**src/hw/rtl/bbd_pkg.sv**
```systemverilog
// ============================================================================
// bbd_pkg: shared types, constants and arithmetic helpers
// Register map, operation codes, the front-to-back job record and the
// zero-aware averaging functions of the bilinear Bayer demosaic.
// ============================================================================
`default_nettype none

package bbd_pkg;

  // Line store size.
  localparam int unsigned MaxWidthDefault = 1024;

  // Configuration registers.
  localparam int unsigned WidthRegW  = 11;
  localparam int unsigned HeightRegW = 13;
  localparam int unsigned CfgIdxW    = 2;
  localparam int unsigned CfgDataW   = 13;

  localparam logic [CfgIdxW-1:0] CFG_IMAGE_WIDTH  = 2'd0;
  localparam logic [CfgIdxW-1:0] CFG_IMAGE_HEIGHT = 2'd1;

  localparam logic [WidthRegW-1:0]  WidthReset  = 11'd640;
  localparam logic [HeightRegW-1:0] HeightReset = 13'd480;
  localparam logic [HeightRegW-1:0] HeightMax   = 13'd4096;

  // The row counter must be able to hold the height itself.
  localparam int unsigned RowCntW = 13;

  // Input operation codes.
  localparam logic OP_PIXEL = 1'b0;
  localparam logic OP_FLUSH = 1'b1;

  // Job queue between front and back.
  localparam int unsigned QueueDepth = 4;
  localparam int unsigned QueuePtrW  = $clog2(QueueDepth);
  localparam int unsigned QueueCntW  = $clog2(QueueDepth + 1);

  typedef logic [7:0] sample_t;

  // One accepted item that produces output: the masked 3x3 strip after the
  // shift, indexed [row][column], plus what the back needs to expand it into
  // one or two pixels.
  typedef struct packed {
    sample_t [2:0][2:0] strip;
    logic               has_first;
    logic               has_tail;
    logic               col_lsb;
    logic               row_lsb;
    logic               end_of_frame;
  } job_t;

  typedef struct packed {
    sample_t red;
    sample_t green;
    sample_t blue;
    logic    last_of_run;
    logic    end_of_frame;
  } pixel_t;

  // Floor average of two samples, counting only nonzero ones.
  function automatic sample_t avg2(input sample_t a, input sample_t b);
    logic [8:0] sum;
    sample_t    res;
    sum = 9'(a) + 9'(b);
    if ((a != 8'd0) && (b != 8'd0)) begin
      res = sum[8:1];
    end else begin
      res = sum[7:0];
    end
    return res;
  endfunction

  // Floor average of four samples, counting only nonzero ones. The divide
  // by three is a multiply by 683/2048, exact for sums below 2046.
  function automatic sample_t avg4(input sample_t a, input sample_t b,
                                   input sample_t c, input sample_t d);
    logic [9:0]  sum;
    logic [2:0]  cnt;
    logic [19:0] prod;
    sample_t     res;
    sum  = 10'(a) + 10'(b) + 10'(c) + 10'(d);
    cnt  = 3'(a != 8'd0) + 3'(b != 8'd0) + 3'(c != 8'd0) + 3'(d != 8'd0);
    prod = 20'(sum) * 20'd683;
    case (cnt)
      3'd1:    res = sum[7:0];
      3'd2:    res = sum[8:1];
      3'd3:    res = prod[18:11];
      3'd4:    res = sum[9:2];
      default: res = 8'd0;
    endcase
    return res;
  endfunction

endpackage

`default_nettype wire

```
**src/hw/rtl/bbd_queue.sv**
```systemverilog
// ============================================================================
// bbd_queue: job queue
// A short first-in first-out buffer that decouples the front from the back.
// ============================================================================
`default_nettype none

module bbd_queue import bbd_pkg::*; (
  input  wire logic                 clk_i,
  input  wire logic                 rst_ni,
  input  wire logic                 push_i,
  input  wire job_t                 job_i,
  input  wire logic                 pop_i,
  output      job_t                 head_o,
  output      logic [QueueCntW-1:0] level_o
);

  job_t                 mem_q [QueueDepth];
  logic [QueuePtrW-1:0] wr_ptr_q, rd_ptr_q;
  logic [QueueCntW-1:0] level_q;

  always_ff @(posedge clk_i) begin
    if (push_i) begin
      mem_q[wr_ptr_q] <= job_i;
    end
  end

  always_ff @(posedge clk_i or negedge rst_ni) begin
    if (!rst_ni) begin
      wr_ptr_q <= '0;
      rd_ptr_q <= '0;
      level_q  <= '0;
    end else begin
      if (push_i) begin
        wr_ptr_q <= wr_ptr_q + QueuePtrW'(1);
      end
      if (pop_i) begin
        rd_ptr_q <= rd_ptr_q + QueuePtrW'(1);
      end
      level_q <= level_q + QueueCntW'(push_i) - QueueCntW'(pop_i);
    end
  end

  assign head_o  = mem_q[rd_ptr_q];
  assign level_o = level_q;

endmodule

`default_nettype wire

```
**config.mk**
```make
export PLATFORM = sky130hd
export DESIGN_NAME = bbd_queue
export DESIGN_NICKNAME = d
export VERILOG_FILES = /design/src/hw/rtl/bbd_pkg.sv /design/src/hw/rtl/bbd_queue.sv
export SDC_FILE = /design/constraint.sdc
export NUM_CORES = 1
export LEC_CHECK = 0
export ABC_AREA = 1
export BUFFER_PORTS_ARGS = -buffer_cell sky130_fd_sc_hd__buf_2
export CAP_MARGIN = 20
export CORE_UTILIZATION = 45
export DETAILED_ROUTE_END_ITERATION = 10
export GPL_TIMING_DRIVEN = 0
export PLACE_DENSITY = 0.71
export SYNTH_ARGS = -nofsm -noshare
export SYNTH_HDL_FRONTEND = slang
export SYNTH_SLANG_ARGS = --single-unit
export TNS_END_PERCENT = 50
```
**constraint.sdc**
```tcl
create_clock -name clk_i -period 8.3 [get_ports clk_i]
set_input_delay 0.83 -clock clk_i [delete_from_list [all_inputs] [get_ports clk_i]]
set_output_delay 0.83 -clock clk_i [all_outputs]
set_load 0.03 [all_outputs]
```
==> results.md, run 1 <==
- At the worst endpoint, the arrival time is 2.22 ns.
- In this run the clock root is driven by a clkbuf_16.
- The floorplan core area is 28900 um2.
- The maximum ir drop on the vdd rail is 292 uV.
- The number of global-route vias before repair came to 8252.
- Row generation in the floorplan step produced 62 rows.
- The worst pin sits at a relative slew slack of 0.595.
- For the finished layout, the period the worst path requires is between 3 and 4 ns.
- The remaining global-route overflow is 0.
- The worst setup path is of the reg2out kind.
- Port buffering added 160 buffers.
- The count of final max-slew check failures came to 0.
- Entering global routing, the biggest net connects between 40 and 50 pins.
- The flow ran to the end, and the final reports show no timing, DRC or antenna violations.
- For this run, the share of the core covered by cells in the final layout is 0.546.
- The worst-path maximum fanout is 10.
- For the pin with the worst max-slew slack, the measured transition is slightly above 0.6 ns.
- The H-tree generated during clock tree synthesis spans 2 levels.
- After clock tree synthesis, the repair step resized 0 gates.
- In the final design database the tool counted approximately 1500 nets.
- The number of DRC markers after the initial detailed-route iteration is 681.
- The number of post-CTS setup repair buffers is 0.
- The floorplan step defined a die boundary enclosing roughly 30000 um2.
- The analysis attributes to net switching a power of around 2500 uW.
- Of the total power, registers draw 0.352.
- Hold repair after CTS inserted 0 buffers.
- The number of hold-slack violations in the final timing report is 0.
- The clock share of power is 0.242.
- Using the TritonRoute via totals, the vias-per-cell ratio works out to 4.65.
- The sequential cell area is 9420 um2.
- The data required time at the worst endpoint is 7.47 ns.
- The static power due to leakage is 0.00739 uW.
- The final estimated routing congestion in global placement is a little over 0.7.
- The share of cells above drive strength 1 is 0.167.
- Summing all non-filler instances in the final layout gives an area of 15800 um2.
- Across every metal layer, demand over resource in global routing totals 0.192.
- The path class of the lowest-slack min-delay path is in2async.
- Clock-pin slew was measured on the worst setup and hold paths at approximately 0.06 ns.
- The internal power of the cells totals 3610 uW.
- The final HPWL from detailed placement is 17.6 mm.
- Dividing the final minimum period by the clock period gives 0.367.
- The first-pass GRT wire length is 44.1 mm.
- Synthesis produced a netlist whose cell count is 1250.
- For this configuration, the core starts out at a cell density of 0.459.
- The number of distinct standard cells referenced by the synthesized netlist is 14.
- The accumulated negative setup slack is 0 ns.
- The count of max-cap constraint violations is 0.
- Of the total power, combinational logic draws 0.406.
- After detailed routing, the total wire length is 28.4 mm.
- Synthesis inferred between 300 and 400 register bits.
- The clock tree from TritonCTS is done.
- Leaving out fill and tap cells, the most frequent cells in the layout are 396 x nand2_1, 316 x inv_1, 308 x edfxtp_1.
- The post-placement cell area is 14700 um2.
- The y dimension of the die is 174 um.
- The area of the multi-input gates is between 2000 and 2500 um2.
- The worst setup path is captured at an output pin.
- The kind of start point of the critical path is a register.
- Yosys printed 0 warnings.
- The first detailed-routing pass ran for 7 iterations.
- The DRC violation count after routing is 0.
- The total setup violations reported at the end of the flow is 0.
- The sequential element share of the synthesized area is 0.711.
- Counting every net in the synthesized netlist gives about 1300.
- Dividing the detail-routed wire length by the instance count gives 15.3 um.
- The average instance in the mapped netlist occupies 10.6 um2.
- The count of nets left with antenna violations once routing finished came out at 0.
- Setup repair after global routing left no endpoint under its margin.
- Setup slack closes at 5.25 ns.
- The ratio of total power to cell area is 386 nW/um2.
- The filler cell count in the final layout is 2413.
- Based on the critical path, the design can be clocked at up to 0.328 GHz.
- The worst clock skew is between 0.015 and 0.02 ns.
- The latest clock arrival within the worst-skew pair is 0.51 ns.
- Pin placement for this block handled 161 I/O pins.
- The switching part of the total power is 0.406.
- The CTS buffer count is 34.
- The pre-CTS setup slack is 5.72 ns.
- The cell area after technology mapping is approximately 13000 um2.
- The layout-stage area growth over the synthesis result is 18.9%.
- The die is 174 um wide.
- Detailed routing inserted a total of 8644 vias.
- The most common cell after layout, fill and taps aside is nand2_1.
- The number of buffers on the longest clock path is 3.
- The number of antenna violations at the first check in global routing is 2.
- Clock tree synthesis found a total of 315 sinks.
-- metrics by stage --
stage	hold slack [ns]	power [uW]	std cells
6_report	0.154	6090	1859
5_1_grt	0.149	6440	1858
4_1_cts	0.143	6160	1858
3_5_place_dp	0.499	4690	1798
3_3_place_gp	0.475	4640	1794
2_1_floorplan	0.494	3840	1250
-- state kept, by name, indices dropped and copies added, names as in the netlist --
name	flops
wr_ptr_q	2
mem_q	308
level_o	3
rd_ptr_q	2
-- metal layers --
| layer | global-route usage | share of wire | vias up | wire [um] |
|---|---|---|---|---|
| li1 | - | - | 4291 | - |
| met1 | 0.237 | 0.41 | 4063 | 11700 |
| met2 | 0.339 | 0.51 | 242 | 14400 |
| met3 | 0.0417 | 0.061 | 46 | 1720 |
| met4 | 0.0526 | 0.020 | 2 | 564 |
| met5 | 0 | 0.00028 | - | 8 |
-- path summary, 6_finish.rpt --
check	slack (ns)	depth (start not counted)	endpoint	start
max in group asynchronous	7.99	1	rd_ptr_q[1]	rst_ni
worst max-delay path	5.25	7	head_o[36]	rd_ptr_q[0]
min in group clk_i	0.51	2	level_o[2]	level_o[1]
worst max register to register	6.44	5	mem_q[0][54]	wr_ptr_q[0]
worst min register to register	0.51	2	level_o[2]	level_o[1]
worst min-delay path	0.15	1	wr_ptr_q[0]	rst_ni
-- layout make-up --
| cell class | count | area share |
|---|---|---|
| multi-input combinational | 562 | 0.152 |
| buffer | 51 | 0.0150 |
| antenna | 1 | 0.000159 |
| timing repair buffer | 164 | 0.0578 |
| tap | 384 | 0.0305 |
| sequential | 315 | 0.598 |
| clock inverter | 11 | 0.00675 |
| clock buffer | 49 | 0.0629 |
| inverter | 322 | 0.0773 |
-- power by group through the flow --
stage | sequential (uW) | combinational (uW) | clock (uW)
floorplan | 2200 | 1640 | 0
CTS | 2150 | 2510 | 1490
finish | 2150 | 2470 | 1470
global route | 2170 | 2710 | 1570
detailed placement | 2180 | 2510 | 0
global placement | 2210 | 2430 | 0
-- cells in the mapped netlist --
master    number  area (um2)
nand3_1      155         776
dfrtp_1        7         175
o21ai_0        1        5.00
inv_2          2        7.51
buf_1          2        7.51
fa_1           1        20.0
ha_1           6        75.1
edfxtp_1     308        9250
buf_2         27         135
xor2_1         3        26.3
inv_1        320        1200
clkbuf_1      19        71.3
nand2_1      396        1490
buf_4          3        22.5
-- worst max-delay path: stages, from the launching register on --
cell and delay, ns:
dfrtp_1 0.40, inv_2 0.23, buf_2 0.33, buf_2 0.31, nand2_1 0.09, nand3_1 0.07
nand2_1 0.09, buf_2 0.18
-- kinds of logic (layout without fill, tap and decap cells) --
group                    count (synthesis)  after routing  synth area share
buffers and inverters                  373            597             0.109
AND/OR/NAND/NOR                        551            551             0.171
other                                    0              1                 0
adder cells (fa/ha/maj)                  7              7           0.00717
XOR/XNOR                                 3              3           0.00198
AO/OA/AOI/OAI                            1              1          0.000377
flip-flops                             315            315             0.711
No activity file was read; power rests on OpenSTA's default activity.
==> run 2: changes to the inputs <==
--- a/config.mk
+++ b/config.mk
@@ -11,7 +11,7 @@
 export CORE_UTILIZATION = 45
 export DETAILED_ROUTE_END_ITERATION = 10
 export GPL_TIMING_DRIVEN = 0
-export PLACE_DENSITY = 0.71
+export PLACE_DENSITY = 0.74
 export SYNTH_ARGS = -nofsm -noshare
 export SYNTH_HDL_FRONTEND = slang
 export SYNTH_SLANG_ARGS = --single-unit
==> constraint.sdc (replaced) <==
create_clock -name clk_i -period 2.5 [get_ports clk_i]
set_input_delay 0.25 -clock clk_i [delete_from_list [all_inputs] [get_ports clk_i]]
set_output_delay 0.25 -clock clk_i [all_outputs]
set_load 0.03 [all_outputs]
==> results.md, run 2 (synthesized netlist as in run 1, its figures left out) <==
- The run finished with clean final reports.
- The number of ports placed on the die boundary is 161 (unchanged).
- The remaining global-route overflow is 0 (unchanged).
- The transition time of the tightest slew-check pin is 0.597 ns (-0.0107 ns).
- The count of final max-slew check failures is 0 (unchanged).
- The count of antenna diodes in the layout is 0 (-1).
- The first-pass GRT wire length is 47.1 mm (+6.9%).
- The top cell types in the final layout, fill and taps aside, are 396 x nand2_1, 316 x inv_1, 308 x edfxtp_1.
- The worst flop-to-flop path endpoint is mem_q[0][38].
- Compared with the post-synthesis result, the final layout area differs by 24.4%.
- The critical path data arrival time is 2.14 ns (-0.08 ns).
- Setup repair after global routing could not meet its margin everywhere.
- The number of hold-slack violations in the final timing report came to 0 (unchanged).
- The number of sinks on the clock net is 315 (unchanged).
- The pin count of the biggest net entering global routing came to 51 (+6.3%).
- The clock-pin slew on the worst setup and hold paths is 0.06 ns (about the same).
- The clock period minus final worst setup slack is approximately 2.4 ns.
- The number of DRC markers after the initial detailed-route iteration was 602 (-12%).
- The filler cell count in the final layout is 2396 (-0.70%).
- The die footprint is 30200 um2 (unchanged).
- Counting flops per register, the top entry is mem_q.
- The number of nets with antenna violations after routing was 0 (unchanged).
- The DRC violation count after routing is 0 (unchanged).
- The level count of the clock H-tree is 1 (-1).
- The total vias in the final route is 9051 (+4.7%).
- The number of global-route vias before repair is 8999 (+9.1%).
- The buffer type at the clock tree root is clkbuf_16.
- The length of the first detailed-routing pass in iterations is 5 (-2).
- The number of antenna violations at the first check in global routing is 0 (-2).
- The starting utilization of the core area was 0.459 (unchanged).
- The count of max-cap constraint violations is 0 (unchanged).
- The number of flip-flops under the largest register name came to 308 (unchanged).
- The number of vias per cell after detailed routing is 4.68 (+0.54%).
- The port buffer count was 160 (unchanged).
- The share of cells above drive strength 1 is 0.164 (-0.00259).
- The path class of the lowest-slack min-delay path is in2async.
- The horizontal die dimension is 174 um (unchanged).
- The number of buffers on the longest clock path came to 3 (unchanged).
- The sort of element at the end of the critical path is an output pin.
- Leaving out fill and tap cells, the most frequent cell in the layout is nand2_1.
- The maximum frequency from static timing analysis is between 0.4 and 0.5 GHz.
- The routed length per instance is 15.5 um (+1.5%).
- The latest clock arrival within the worst-skew pair came to 0.55 ns (+0.04 ns).
- The minimum setup slack among reg-to-reg paths is 0.30 ns (-6.14 ns).
- Of the available clock period, the critical path in the final layout requires 0.957.
- The worst hold margin was 0.0647 ns (-0.0888 ns).
- The CTS buffer count is 31 (-8.8%).
- The net count reported at finish was 1617 (+5.1%).
- The static power due to leakage is 0.00769 uW (+4.0%).
- The worst clock skew came to 0.00643 ns (-0.00924 ns).
- The data required time at the worst endpoint is 2.25 ns (-5.22 ns).
- The number of rows created at floorplan came to 62 (unchanged).
- The total setup violations reported at the end of the flow came to 0 (unchanged).
- The global router's overall resource usage is 0.201 (+0.00909).
- The worst reg-to-reg path cell count was 6 (+1).
- The startpoint of the lowest-slack register-to-register path is wr_ptr_q[0].
- The ratio of total power to cell area is 1220 nW/um2 (+220%).
- TritonCTS built the clock tree.
- The sequential cell area is 9420 um2 (unchanged).
- The aggregate routed wire length is 30.0 mm (+5.8%).
- The y dimension of the die was 174 um (unchanged).
- The worst setup path is launched from a register.
- The area of the multi-input gates is 2390 um2 (unchanged).
- The category of the most critical setup path is reg2out.
- The final HPWL from detailed placement is 17.9 mm (+2.0%).
- The headroom to the max-slew limit is 0.601 (+0.00631).
- The maximum ir drop on the vdd rail is 864 uV (+200%).
- The accumulated negative setup slack is 0 ns (unchanged).
- The final estimated routing congestion in global placement is 0.750 (+3.3%).
- The worst-path maximum fanout was 10 (unchanged).
- The floorplan core area is 28900 um2 (unchanged).
run 2: changes by cell type in the layout (fill, tap and decap cells not counted), sizes merged:
cell,change
clkinvlp,+4
clkinv,+6
diode,-1
clkbuf,-12
bufinv,+1
dlygate4sd3,+80
inv,-1
run 2: worst max path at each step:
stage	cells after the start	start	slack, ns	endpoint
2_1_floorplan	4	wr_ptr_q[1]	-0.07	mem_q[1][0]
3_3_place_gp	4	push_i	-1.39	mem_q[1][41]
3_5_place_dp	6	wr_ptr_q[0]	0.25	mem_q[0][38]
4_1_cts	6	rd_ptr_q[1]	0.006	head_o[6]
5_1_grt	6	rd_ptr_q[0]	-0.03	head_o[10]
6_report	6	rd_ptr_q[0]	0.11	head_o[11]
run 2: per-stage QoR:
stage | util | setup WS (ns) | cell area, um2 | total power (uW) | std cells
3_3_place_gp | 0.504 | -1.39 | 14500 | 15400 | 1794
6_report | 0.571 | 0.107 | 16500 | 20100 | 1936
4_1_cts | 0.571 | 0.00603 | 16500 | 20200 | 1936
3_5_place_dp | 0.509 | 0.246 | 14700 | 15600 | 1800
2_1_floorplan | - | -0.0741 | 13300 | 12700 | 1250
5_1_grt | 0.571 | -0.0301 | 16500 | 21100 | 1936
run 2: cell type report:
class                   instances  share of cell area
inverters                     322              0.0742
well taps                     384              0.0291
multi-input cells             562               0.145
flip-flops and latches        315               0.572
clock inverters                21              0.0114
repair buffers                246               0.105
plain buffers                  51              0.0156
clock buffers                  35              0.0480
run 2: repair_timing:
item                                   4_1_cts  5_1_grt
endpoints found under the hold margin      318        0
hold buffers                                80        0
setup buffers                                0        0
cloned                                       0        0
gates resized for setup                      5       11
setup endpoints to repair                   60       50
run 2: layer usage:
layer  GRT usage  vias up  routed length, um
met3      0.0325       66               1990
met5           0        -                  0
met2       0.361      325              15300
li1            -     4455                  -
met1       0.243     4205              11800
met4      0.0724        0                911
run 2: critical path, stage by stage (launching register included):
cell and delay (ns):
dfrtp_1 0.43, inv_4 0.18, clkbuf_1 0.47, nand2_1 0.13, nand3_1 0.11, nand2_1 0.08
buf_2 0.18
run 2: power by group:
| group | total, uW | internal (uW) | switching (uW) |
|---|---|---|---|
| clock network | 4500 | 2570 | 1920 |
| registers | 7130 | 6900 | 228 |
| logic | 8450 | 2260 | 6190 |
| total | 20100 | 11700 | 8340 |
